<file path="config.mk">
export PLATFORM = sky130hd
export DESIGN_NAME = periodic_task_tick_scheduler
export DESIGN_NICKNAME = d
export VERILOG_FILES = /design/src/hdl/pts_pkg.sv /design/src/hdl/periodic_task_tick_scheduler.sv /design/src/hdl/pts_table.sv /design/src/hdl/pts_sequencer.sv
export SDC_FILE = /design/constraint.sdc
export NUM_CORES = 1
export LEC_CHECK = 0
export BUFFER_PORTS_ARGS = -buffer_cell sky130_fd_sc_hd__buf_2
export CAP_MARGIN = 20
export CORE_UTILIZATION = 50
export DETAILED_ROUTE_END_ITERATION = 8
export HOLD_SLACK_MARGIN = 0.15
export PLACE_DENSITY = 0.73
export REMOVE_ABC_BUFFERS = 1
export SETUP_SLACK_MARGIN = 0.2
export SLEW_MARGIN = 20
export SYNTH_ARGS = -nofsm -noshare
export SYNTH_HDL_FRONTEND = slang
export SYNTH_SLANG_ARGS = --single-unit
</file>
<file path="constraint.sdc">
create_clock -name clk -period 6.4 [get_ports clk]
set_input_delay 0.96 -clock clk [delete_from_list [all_inputs] [get_ports clk]]
set_output_delay 0.96 -clock clk [all_outputs]
set_load 0.1 [all_outputs]
</file>
<file path="src/hdl/pts_pkg.sv">
// ----------------------------------------------------------------------------
// pts_pkg
// Shared codes, widths and structs of the periodic task tick scheduler.
// ----------------------------------------------------------------------------
package pts_pkg;

    localparam int SLOT_W = 6;
    localparam int TIME_W = 8;

    // command modes
    localparam logic [2:0] MODE_TICK    = 3'd0;
    localparam logic [2:0] MODE_CREATE  = 3'd1;
    localparam logic [2:0] MODE_DELETE  = 3'd2;
    localparam logic [2:0] MODE_SUSPEND = 3'd3;
    localparam logic [2:0] MODE_RESUME  = 3'd4;

    // result status codes
    localparam logic [1:0] ST_OK     = 2'd0;
    localparam logic [1:0] ST_RANGE  = 2'd1;
    localparam logic [1:0] ST_USED   = 2'd2;
    localparam logic [1:0] ST_NOTASK = 2'd3;

    // most fired tasks reported on one tick
    localparam logic [4:0] REPORT_LIMIT = 5'd16;

    // update request from the sequencer to the task table
    typedef struct packed {
        logic                  set_present;
        logic                  clr_present;
        logic                  set_susp;
        logic                  clr_susp;
        logic [SLOT_W-1:0]     flag_slot;
        logic                  mem_we;
        logic [SLOT_W-1:0]     mem_slot;
        logic [2*TIME_W-1:0]   mem_data;   // {reload, countdown}
    } pts_tbl_wr_t;

    // one result item
    typedef struct packed {
        logic [1:0]        status;
        logic              fired;
        logic [SLOT_W-1:0] fired_slot;
        logic              last;
    } pts_result_t;

endpackage

</file>
<file path="src/hdl/periodic_task_tick_scheduler.sv">
// ----------------------------------------------------------------------------
// periodic_task_tick_scheduler
// Time-triggered cooperative scheduler over a table of periodic task slots.
// ----------------------------------------------------------------------------
// Command: accepted in S_IDLE, status result held in S_REPLY until the output
//   register takes it; the next item is accepted once back in S_IDLE.
// Tick: per slot a memory read (S_READ), then a countdown update (S_UPDATE);
//   S_FLUSH then sends the last result. Output stalls can hold the scan.
// Reset: flags and control cleared at once; countdown memory is not cleared,
//   the present flag guards it, so the block is ready right after reset.
module periodic_task_tick_scheduler
    import pts_pkg::*;
#(
    parameter int NUM_TASKS = 16
)
(
    input  logic              clk,
    input  logic              rst_n,
    input  logic              cmd_valid,
    output logic              cmd_ready,
    input  logic [2:0]        mode,
    input  logic [SLOT_W-1:0] slot,
    input  logic [TIME_W-1:0] period,
    input  logic [TIME_W-1:0] first_delay,
    output logic              res_valid,
    input  logic              res_ready,
    output logic [1:0]        status,
    output logic              fired,
    output logic [SLOT_W-1:0] fired_slot,
    output logic              last
);

    localparam int IDX_W = (NUM_TASKS > 1) ? $clog2(NUM_TASKS) : 1;
    localparam logic [SLOT_W:0] NT = (SLOT_W+1)'(NUM_TASKS);

    pts_tbl_wr_t          wr;
    logic [IDX_W-1:0]     rd_addr;
    logic [2*TIME_W-1:0]  rd_data;
    logic [NUM_TASKS-1:0] present;
    logic [NUM_TASKS-1:0] suspended;
    logic                 emit;
    logic                 emit_ok;
    pts_result_t          result;
    logic                 res_valid_reg;
    pts_result_t          res_reg;

    pts_table #(
        .NUM_TASKS (NUM_TASKS),
        .IDX_W     (IDX_W)
    ) u_table (
        .clk       (clk),
        .rst_n     (rst_n),
        .wr        (wr),
        .rd_addr   (rd_addr),
        .rd_data   (rd_data),
        .present   (present),
        .suspended (suspended)
    );

    pts_sequencer #(
        .NUM_TASKS (NUM_TASKS),
        .IDX_W     (IDX_W)
    ) u_seq (
        .clk         (clk),
        .rst_n       (rst_n),
        .cmd_valid   (cmd_valid),
        .cmd_ready   (cmd_ready),
        .mode        (mode),
        .slot        (slot),
        .period      (period),
        .first_delay (first_delay),
        .present     (present),
        .suspended   (suspended),
        .rd_data     (rd_data),
        .rd_addr     (rd_addr),
        .wr          (wr),
        .emit        (emit),
        .emit_ok     (emit_ok),
        .result      (result)
    );

    // output register, refilled in the cycle its transfer completes
    assign emit_ok = !res_valid_reg || res_ready;

    always_ff @(posedge clk or negedge rst_n)
    begin
        if (!rst_n)
            res_valid_reg <= 1'b0;
        else if (emit_ok)
            res_valid_reg <= emit;
    end

    always_ff @(posedge clk)
    begin
        if (emit && emit_ok)
            res_reg <= result;
    end

    assign res_valid  = res_valid_reg;
    assign status     = res_reg.status;
    assign fired      = res_reg.fired;
    assign fired_slot = res_reg.fired_slot;
    assign last       = res_reg.last;

    // a non-final tick result means the scan is still running
    a_busy_mid_tick: assert property (@(posedge clk) disable iff (!rst_n)
        res_valid && !last |-> !cmd_ready)
        else $error("input ready while tick results still pending");

    // fire reports carry ok status and an existing slot
    a_fire_ok: assert property (@(posedge clk) disable iff (!rst_n)
        res_valid && fired |-> (status == ST_OK) && ({1'b0, fired_slot} < NT))
        else $error("fire report with bad status or slot");

    // non-fire results are always final
    a_nofire_last: assert property (@(posedge clk) disable iff (!rst_n)
        res_valid && !fired |-> last && (fired_slot == '0))
        else $error("non-fire result not marked last");

    // a waiting result is not overwritten
    a_hold: assert property (@(posedge clk) disable iff (!rst_n)
        res_valid && !res_ready |=> res_valid && $stable(res_reg))
        else $error("stalled result changed");

endmodule

</file>
<file path="src/hdl/pts_table.sv">
// ----------------------------------------------------------------------------
// pts_table
// Task slot table: present and suspended flags in flops, reload and
// countdown in a one-write one-read memory with registered read data.
// ----------------------------------------------------------------------------
module pts_table
    import pts_pkg::*;
#(
    parameter int NUM_TASKS = 16,
    parameter int IDX_W     = 4
)
(
    input  logic                 clk,
    input  logic                 rst_n,
    input  pts_tbl_wr_t          wr,
    input  logic [IDX_W-1:0]     rd_addr,
    output logic [2*TIME_W-1:0]  rd_data,
    output logic [NUM_TASKS-1:0] present,
    output logic [NUM_TASKS-1:0] suspended
);

    logic [NUM_TASKS-1:0] present_reg;
    logic [NUM_TASKS-1:0] susp_reg;
    logic [2*TIME_W-1:0]  mem [NUM_TASKS];
    logic [2*TIME_W-1:0]  rd_data_reg;
    logic [IDX_W-1:0]     flag_idx;
    logic [IDX_W-1:0]     mem_idx;

    assign flag_idx = wr.flag_slot[IDX_W-1:0];
    assign mem_idx  = wr.mem_slot[IDX_W-1:0];

    // slot flags
    always_ff @(posedge clk or negedge rst_n)
    begin
        if (!rst_n)
        begin
            present_reg <= '0;
            susp_reg    <= '0;
        end
        else
        begin
            if (wr.set_present)
                present_reg[flag_idx] <= 1'b1;
            else if (wr.clr_present)
                present_reg[flag_idx] <= 1'b0;
            if (wr.set_susp)
                susp_reg[flag_idx] <= 1'b1;
            else if (wr.clr_susp)
                susp_reg[flag_idx] <= 1'b0;
        end
    end

    // reload and countdown memory, guarded by the present flag
    always_ff @(posedge clk)
    begin
        if (wr.mem_we)
            mem[mem_idx] <= wr.mem_data;
        rd_data_reg <= mem[rd_addr];
    end

    assign rd_data   = rd_data_reg;
    assign present   = present_reg;
    assign suspended = susp_reg;

endmodule

</file>
<file path="src/hdl/pts_sequencer.sv">
// ----------------------------------------------------------------------------
// pts_sequencer
// Command decode and tick scan sequencer with the shared countdown unit;
// holds back each fired task until the next one shows whether it is last.
// ----------------------------------------------------------------------------
module pts_sequencer
    import pts_pkg::*;
#(
    parameter int NUM_TASKS = 16,
    parameter int IDX_W     = 4
)
(
    input  logic                 clk,
    input  logic                 rst_n,
    input  logic                 cmd_valid,
    output logic                 cmd_ready,
    input  logic [2:0]           mode,
    input  logic [SLOT_W-1:0]    slot,
    input  logic [TIME_W-1:0]    period,
    input  logic [TIME_W-1:0]    first_delay,
    input  logic [NUM_TASKS-1:0] present,
    input  logic [NUM_TASKS-1:0] suspended,
    input  logic [2*TIME_W-1:0]  rd_data,
    output logic [IDX_W-1:0]     rd_addr,
    output pts_tbl_wr_t          wr,
    output logic                 emit,
    input  logic                 emit_ok,
    output pts_result_t          result
);

    typedef enum logic [4:0] {
        S_IDLE   = 5'b00001,
        S_READ   = 5'b00010,
        S_UPDATE = 5'b00100,
        S_FLUSH  = 5'b01000,
        S_REPLY  = 5'b10000
    } state_t;

    localparam logic [SLOT_W:0] NT       = (SLOT_W+1)'(NUM_TASKS);
    localparam logic [IDX_W-1:0] IDX_END = IDX_W'(NUM_TASKS - 1);

    state_t            state_reg, state_next;
    logic [IDX_W-1:0]  idx_reg, idx_next;
    logic [4:0]        n_reg, n_next;
    logic              pend_valid_reg, pend_valid_next;
    logic [SLOT_W-1:0] pend_slot_reg, pend_slot_next;
    logic [1:0]        status_reg, status_next;

    logic              accept;
    logic              in_range;
    logic [IDX_W-1:0]  cmd_idx;
    logic              cmd_present;
    logic [1:0]        cmd_status;
    logic              cmd_act;
    logic [TIME_W-1:0] cd;
    logic [TIME_W-1:0] rl;
    logic              cd_zero;
    logic [TIME_W-1:0] cd_dec;
    logic              active;
    logic              report;
    logic              stall;

    assign accept      = cmd_valid && cmd_ready;
    assign in_range    = {1'b0, slot} < NT;
    assign cmd_idx     = slot[IDX_W-1:0];
    assign cmd_present = in_range && present[cmd_idx];

    // command status
    always_comb
    begin
        cmd_act    = 1'b0;
        cmd_status = ST_OK;
        case (mode)
            MODE_CREATE:
            begin
                if (!in_range)
                    cmd_status = ST_RANGE;
                else if (cmd_present)
                    cmd_status = ST_USED;
                else
                    cmd_act = 1'b1;
            end
            MODE_DELETE, MODE_SUSPEND, MODE_RESUME:
            begin
                if (!in_range)
                    cmd_status = ST_RANGE;
                else if (!cmd_present)
                    cmd_status = ST_NOTASK;
                else
                    cmd_act = 1'b1;
            end
            default:
                cmd_status = ST_OK;
        endcase
    end

    // shared countdown unit: zero test and decrement
    assign rl      = rd_data[2*TIME_W-1:TIME_W];
    assign cd      = rd_data[TIME_W-1:0];
    assign cd_zero = (cd == '0);
    assign cd_dec  = cd - TIME_W'(1);

    assign active = present[idx_reg] && !suspended[idx_reg];
    assign report = active && cd_zero && (n_reg < REPORT_LIMIT);
    assign stall  = report && pend_valid_reg && !emit_ok;

    assign cmd_ready = (state_reg == S_IDLE);
    assign rd_addr   = idx_reg;

    // next state, table writes and results
    always_comb
    begin
        state_next      = state_reg;
        idx_next        = idx_reg;
        n_next          = n_reg;
        pend_valid_next = pend_valid_reg;
        pend_slot_next  = pend_slot_reg;
        status_next     = status_reg;
        wr              = '0;
        emit            = 1'b0;
        result          = '0;
        result.last     = 1'b1;
        case (state_reg)
            S_IDLE:
            begin
                if (accept)
                begin
                    if (mode == MODE_TICK)
                    begin
                        idx_next        = '0;
                        n_next          = '0;
                        pend_valid_next = 1'b0;
                        state_next      = S_READ;
                    end
                    else
                    begin
                        status_next  = cmd_status;
                        wr.flag_slot = slot;
                        wr.mem_slot  = slot;
                        wr.mem_data  = {period, first_delay};
                        if (cmd_act)
                        begin
                            case (mode)
                                MODE_CREATE:
                                begin
                                    wr.set_present = 1'b1;
                                    wr.clr_susp    = 1'b1;
                                    wr.mem_we      = 1'b1;
                                end
                                MODE_DELETE:
                                begin
                                    wr.clr_present = 1'b1;
                                    wr.clr_susp    = 1'b1;
                                end
                                MODE_SUSPEND:
                                    wr.set_susp = 1'b1;
                                default:
                                    wr.clr_susp = 1'b1;
                            endcase
                        end
                        state_next = S_REPLY;
                    end
                end
            end
            S_READ:
                state_next = S_UPDATE;
            S_UPDATE:
            begin
                // send the held fire on ahead when a newer one replaces it
                if (report && pend_valid_reg)
                begin
                    emit              = 1'b1;
                    result.fired      = 1'b1;
                    result.fired_slot = pend_slot_reg;
                    result.last       = 1'b0;
                end
                if (!stall)
                begin
                    wr.mem_slot = SLOT_W'(idx_reg);
                    wr.mem_data = cd_zero ? {rl, rl} : {rl, cd_dec};
                    wr.mem_we   = active;
                    if (report)
                    begin
                        pend_valid_next = 1'b1;
                        pend_slot_next  = SLOT_W'(idx_reg);
                        n_next          = n_reg + 5'd1;
                    end
                    if (idx_reg == IDX_END)
                        state_next = S_FLUSH;
                    else
                    begin
                        idx_next   = idx_reg + IDX_W'(1);
                        state_next = S_READ;
                    end
                end
            end
            S_FLUSH:
            begin
                emit              = 1'b1;
                result.fired      = pend_valid_reg;
                result.fired_slot = pend_valid_reg ? pend_slot_reg : '0;
                if (emit_ok)
                    state_next = S_IDLE;
            end
            S_REPLY:
            begin
                emit          = 1'b1;
                result.status = status_reg;
                if (emit_ok)
                    state_next = S_IDLE;
            end
            default:
                state_next = S_IDLE;
        endcase
    end

    // sequencer registers
    always_ff @(posedge clk or negedge rst_n)
    begin
        if (!rst_n)
        begin
            state_reg      <= S_IDLE;
            idx_reg        <= '0;
            n_reg          <= '0;
            pend_valid_reg <= 1'b0;
        end
        else
        begin
            state_reg      <= state_next;
            idx_reg        <= idx_next;
            n_reg          <= n_next;
            pend_valid_reg <= pend_valid_next;
        end
    end

    always_ff @(posedge clk)
    begin
        pend_slot_reg <= pend_slot_next;
        status_reg    <= status_next;
    end

endmodule

</file>
* Word level (Yosys, flattened, before mapping)
Memory sizes are Yosys's and may differ from the RTL's. A register that Yosys moved wholly into a read port is not among the register bits.
Cells that the tools add are included.
** Word-level totals
- Register bits after elaboration :: 64
- Memory bits (writable) :: 256
- Output and inout port bits :: 12
- Memories kept :: 1
** Memories
- u_table.mem :: words 16, width 16, read ports 1, clocked after Yosys merged registers in 1, wr ports 1, RTL line pts_table.sv:24 : logic [2*TIME_W-1:0] mem [NUM_TASKS];
** Cells by class
- Add/subtract/negate cells :: 3
- Order comparisons :: 6
- Equal/unequal tests :: 16
- Multiplexer cells :: 62
- Bitwise gates (word level) :: 7
- Reduce and logical (&&, ||, !) cells :: 25
** Operators by type and width (number)
- $mux W33 :: 2
- $mux W16 :: 4
- $pmux W23 S2 :: 1
- $mux W5 :: 8
- $and A16 B16 Y16 :: 2
- $or A16 B16 Y16 :: 2
- $mux W4 :: 7
- $mux W23 :: 1
- $mux W1 :: 20
- $pmux W5 S4 :: 1
- $mux W8 :: 2
- $not A16 Y16 :: 1
- $lt A4 B5 Y1 const B :: 3
- $pmux W7 S2 :: 1
- $bmux W1 S4 :: 3
- $mux W10 :: 1
- $pmux W5 S2 :: 1
- $reduce_and A5 Y1 :: 2
- $logic_and A1 B1 Y1 :: 9
- $reduce_and A3 Y1 :: 3
- $logic_not A8 Y1 :: 1
- $mux W2 :: 4
- $ne A2 B2 Y1 const B :: 4
- $pmux W4 S2 :: 1
- other kinds (26) :: 35

* Logic depth before layout (Yosys ltp)
- Word-level depth :: 18
- Mapped depth :: 11

* Hierarchy
From an unflattened synthesis, not the netlist that was laid out.
** Unflattened totals
- Cell total of the unflattened synthesis :: 843
- Area total of the unflattened synthesis :: 13957.1 µm²
** Modules (own cells, without submodules)
- pts_table :: times used 1, cells an instance 556, area each 11452.2 µm², seq. area each 8808.4 µm²
- pts_sequencer :: times used 1, cells an instance 273, area each 2150.8 µm², seq. area each 556.8 µm²
- periodic_task_tick_scheduler :: times used 1, cells an instance 14, area each 354.1 µm², seq. area each 325.3 µm²

* Least setup slack after synthesis
Ideal clock, no wire load.
- Path type :: input to register
- Start :: in slot[0]
- End :: mem u_table.mem[0][0] (netlist name) (enable)
- Setup time :: 0.442 ns
- Arrival time :: 4.504 ns
- Data required time :: 5.958 ns
- Setup slack :: 1.454 ns
- Stages :: 8
- Buffers on the path :: 2
- Cell sequence :: buf_6 mux4_2 nand3b_1 nand4_2 or4b_1 buf_2 a21boi_4 a2111oi_1
** Between the ends
- Cells in the longest elaborated chain, start to end :: 12
** RTL lines
- from (decl) :: RTL line periodic_task_tick_scheduler.sv:22 : input logic [SLOT_W-1:0] slot,
- $bmux W1 S4 :: RTL line pts_sequencer.sv:66 : assign cmd_present = in_range && present[cmd_idx];
- $mux W1 (implied by the code) :: RTL line pts_sequencer.sv:66
- $logic_and A1 B1 Y1 :: RTL line pts_sequencer.sv:66
- $mux W1, on equally long branches :: RTL line pts_sequencer.sv:87, pts_sequencer.sv:78
- $mux W1, on equally long branches :: RTL line pts_sequencer.sv:85, pts_sequencer.sv:76
- $pmux W1 S2 :: RTL line pts_sequencer.sv:73 : case (mode)
- $mux W1 :: RTL line pts_sequencer.sv:141 : if (cmd_act)
- $mux W33 (*) :: RTL line pts_sequencer.sv:128 : if (mode == MODE_TICK)
- $mux W33 (*) :: RTL line pts_sequencer.sv:126 : if (accept)
- $pmux W23 S2 (*) :: RTL line pts_sequencer.sv:123 : case (state_reg)
- $mux W1 :: RTL line pts_table.sv:56 : if (wr.mem_we)
- $mux W1 (implied by the code) :: RTL line pts_table.sv:57 : mem[mem_idx] <= wr.mem_data;
- to (decl) :: RTL line pts_table.sv:24
Every way passes the cells marked *; elsewhere a longest branch is shown, timed or not. The select of a mux whose other input is x is not followed.

* Worst setup path after layout
- Start :: in slot[5]
- End :: mem u_table.mem[9][5] (netlist name) (enable)
** Between the ends
- Cells in the longest elaborated chain, start to end :: 11
** RTL lines
- $lt A6 B5 Y1 (*) :: RTL line pts_sequencer.sv:64 : assign in_range = {1'b0, slot} < NT;
- $logic_and A1 B1 Y1 :: RTL line pts_sequencer.sv:66
- $mux W1, on equally long branches :: RTL line pts_sequencer.sv:87, pts_sequencer.sv:78
- $mux W1, on equally long branches :: RTL line pts_sequencer.sv:85, pts_sequencer.sv:76
- $pmux W1 S2 (*) :: RTL line pts_sequencer.sv:73
- $mux W1 (*) :: RTL line pts_sequencer.sv:141
- $mux W33 (*) :: RTL line pts_sequencer.sv:128
- $mux W33 (*) :: RTL line pts_sequencer.sv:126
- $pmux W23 S2 (*) :: RTL line pts_sequencer.sv:123
- $mux W1 (*) :: RTL line pts_table.sv:56
- $mux W1 (implied by the code) (*) :: RTL line pts_table.sv:57
Every way passes the cells marked *; elsewhere a longest branch is shown, timed or not.

==> flow_results.org <==
** Logic synthesis
- Counting flops and latches in the post-synthesis netlist gives 334.
- Yosys printed 0 warnings.
- Distinct cell type count after synthesis :: a little over 70
- In the synthesized netlist, the number of instances is 820.
- EDFF count, synth :: 270
- Yosys instantiated no cell more often than edfxtp_1.
- Area contributors post-synth :: edfxtp_1 (59%), mux4_2 (14%), dfrtp_1 (8.5%), dfxtp_1 (2.3%), o21ai_0 (2.0%)
- Dividing the synthesized area by the synthesized cell count gives between 15 and 20 um2.
- The synthesized design spends more area on one cell type than any other, namely edfxtp_1.
- Fraction of registers with async set/reset :: 14.37%
- Portion of the post-synthesis area used by sequential elements :: 69.54%
- Mapped Area :: 0.01385 mm2
- Area share of the largest cell type after synthesis :: 58.55%
- The most used flip-flop cell after synthesis is edfxtp_1.
- Leading cell types by count after synthesis :: edfxtp_1 (270), mux4_2 (84), nand2_1 (55), o21ai_0 (55), dfrtp_1 (47)

** Power and ir drop
- Dividing total power by cell area gives a power density of ~330 mW/mm2.
- Combinational group share of total power :: between 10 and 15%
- Cell internal power was estimated by the tool at 3.851 mW.
- Max rail drop VDD :: 0.2359 mV
- Static leakage :: 5.126 nW
- Switching fraction of total power :: 25.48%
- Per report_power, the sequential group accounts for approximately half of the total.
- Sw power :: 1.317 mW
- Clock power share :: ~36%

** Global routing
- The initial antenna violation count is 0.
- Entering global routing, the biggest net connects 68 pins.
- Overall routing resource usage :: between 20% and 30%
- Wire length of the first global-routing pass :: between 40000 and 50000 um
- Sum of overflow across all layers after global routing :: 0
- Via count of the first global-routing pass :: 7401

** Floorplan
- Ports :: 41
- Overall die width :: about 170 um
- Initial cell density of the core :: roughly half
- Rows :: 60
- The floorplan step set the die height to approximately 170 um.
- Standard cell core area :: 0.02703 mm2
- Die area :: 0.02837 mm2

** Routing
- Detailed-route via count :: 7688
- In the routed layout, each cell is associated on average with a via count of 6.266.
- DRC marker count from the first detailed-route iteration :: 989
- The first TritonRoute pass finished after 5 iterations.
- Routed length per placed instance :: ~24 um
- Detailed Route WL :: 30040 um
- Final antenna-violating net count :: 0
- Number of design rule violations left after detail routing :: 0

** STA
- The final number of max-transition violations is 0.
- The final critical path takes up 69.22% of the cycle.
- The count of endpoints failing hold in the final timing report came to 0.
- Unrepaired setup endpoints after global routing :: no
- Worst rel slew slack :: 27.33%
- The clock period could shrink to 4430 ps.
- Transition time at the pin with the least slew margin :: 1090 ps
- Timing would allow up to 225.7 MHz.
- Final clock skew :: approximately 12 ps
- Setup violators final :: 0
- Adding up every negative setup slack in the final design gives 0 ps.

** Worst hold path
- Cells on Worst Hold Path :: 2
- Critical hold path startpoint :: u_seq.pend_valid_reg
- The min-delay analysis places its worst path in the category reg -> reg.
- The worst hold path terminates at u_seq.pend_valid_reg.

** Setup path
- The critical path in this run is classified as in -> reg.
- Setup slack on the worst reg-to-reg path comes out at 2000 ps.
- The worst setup path is launched from a primary input.
- In this run the critical register-to-register path is launched from u_seq.state_reg[0].
- Sort of element at the end of the critical path :: register
- The worst register-to-register path has a depth of 7.
- Data on the critical path is required at its endpoint by 6530 ps.
- Data arrives at the worst endpoint at 4560 ps.
- The endpoint identified for the worst register-to-register timing path is u_table.mem[9][5].
- Along the worst path, the maximum fanout reaches 18.

** CTS
- The tree is rooted in a clkbuf_16.
- The H-tree was split into 2 levels.
- Clock tree from TritonCTS :: done
- For this design, the CTS-stage hold fixing added 0 buffers.
- Clock-pin transition on the worst setup and hold timing paths :: ~60 ps
- Total clock sinks :: about 330
- At the later pin of the worst-skew pair, clock insertion delay measures about 500 ps.
- The number of setup buffers added after CTS is 0.
- The clock passes through at most 3 buffers.
- CTS buffer count :: 34
- CTS resizes :: 0

** Finish
- The register with the most flip-flops in the layout has 256 of them.
- Final design area excluding fillers :: 0.01552 mm2
- Relative to the synthesized area, the layout overhead comes to 12.08%.
- Count of inserted antenna diode cells :: 0
- After filler insertion, the fill cell instance count of the layout stands at 2037.
- At the end of the flow, the number of nets in the layout was 895.
- Post-layout util :: 57.43%
- Fraction of layout instances using a drive strength above 1 :: 24.38%
- Register Area :: 0.009639 mm2
- Summing all multi-input logic gate instances after layout gives 0.004075 mm2.

** Outcome
- The flow ran to the end, and the final reports show no timing, DRC or antenna violations.

** Place
- Final weighted congestion in routability-driven placement :: 0.8444
- Cell area reported after detailed placement :: 0.01446 mm2
- Summed over all nets, the half-perimeter wirelength after detailed placement is 19360 um.
- IO Port Bufs :: 38

** Run
- MaxCap Viol Count :: 0
## cell families (layout without fill, tap and decap cells)
family / count (synthesis) / after routing / share of synthesized area, %
flip-flops: 334 / 334 / 69.54
AND/OR/NAND/NOR: 185 / 185 / 7.174
AO/OA/AOI/OAI: 142 / 142 / 6.722
multiplexers: 90 / 90 / 14.09
buffers and inverters: 59 / 124 / 1.762
XOR/XNOR: 5 / 5 / 0.3163
adder cells (fa/ha/maj): 4 / 4 / 0.3614
other: 1 / 2 / 0.02708
## metrics by stage
stage | power (mW) | setup slack (ps) | std cells | hold slack (ps)
global placement | 3.317 | 1515 | 1166 | 478.4
detailed placement | 3.328 | 1433 | 1167 | 489.4
CTS | 5.199 | 1957 | 1227 | 504.4
finish | 5.168 | 1970 | 1227 | 499.6
floorplan | 3.103 | -44.57 | 776 | 457.5
global route | 5.340 | 1791 | 1227 | 538.0
## critical path: stages
cell and delay (ps):
buf_2 90, nor2_1 200, or4b_1 810, nor2_4 210, or4b_1 770, a21boi_4 280
nor4_4 390, nor2b_2 820
## how the worst max path moves through the flow
| stage | start | end | slack (ps) | cells past startpoint |
|---|---|---|---|---|
| after floorplan | u_seq.rd_addr[0] | u_table.mem[0][0] | -40 | 6 |
| after global placement | slot[5] | u_table.mem[11][5] | 1520 | 8 |
| after detailed placement | slot[5] | u_table.mem[11][4] | 1430 | 8 |
| after CTS | slot[5] | u_table.mem[11][5] | 1960 | 8 |
| after global routing | u_seq.state_reg[0] | u_table.mem[9][5] | 1790 | 7 |
| final | slot[5] | u_table.mem[9][5] | 1970 | 8 |
## power groups by stage
stage | registers, mW | clock network (mW) | logic, mW
after floorplan | 2.62 | 0 | 0.484
after global placement | 2.57 | 0 | 0.750
after detailed placement | 2.57 | 0 | 0.763
after CTS | 2.52 | 1.91 | 0.769
after global routing | 2.53 | 1.98 | 0.826
final | 2.52 | 1.88 | 0.770
## metal layers
metal	vias up	global-route usage, %	part of all wire [%]
met5	-	0	0
met4	0	5.573	1.9
met3	44	4.208	8.9
met2	334	32.67	45
met1	3955	33.15	44
li1	3355	-	-
## cells in the final DEF (no fill, tap or decap), types with 11 or more instances in the layout
master and count:
edfxtp_1 270, mux4_2 84, nand2_1 55, o21ai_0 55
dfrtp_1 44, buf_2 38, clkbuf_16 35, nor2_1 27
nand3_1 22, o31ai_1 17, dfxtp_1 16, a21oi_1 15
inv_1 14, clkbuf_1 14, nand2b_1 13, and2_1 12
buf_4 11
## area by class of cell
| cell class | count | area share [%] |
|---|---|---|
| Timing Repair Buffer | 50 | 1.830 |
| Sequential cell | 334 | 62.10 |
| Clock buffer | 52 | 6.247 |
| Multi-Input combinational cell | 428 | 26.26 |
| Clock inverter | 8 | 0.4756 |
| Tap cell | 341 | 2.749 |
| Inverter | 14 | 0.3386 |
No activity file was read; power rests on OpenSTA's default activity.
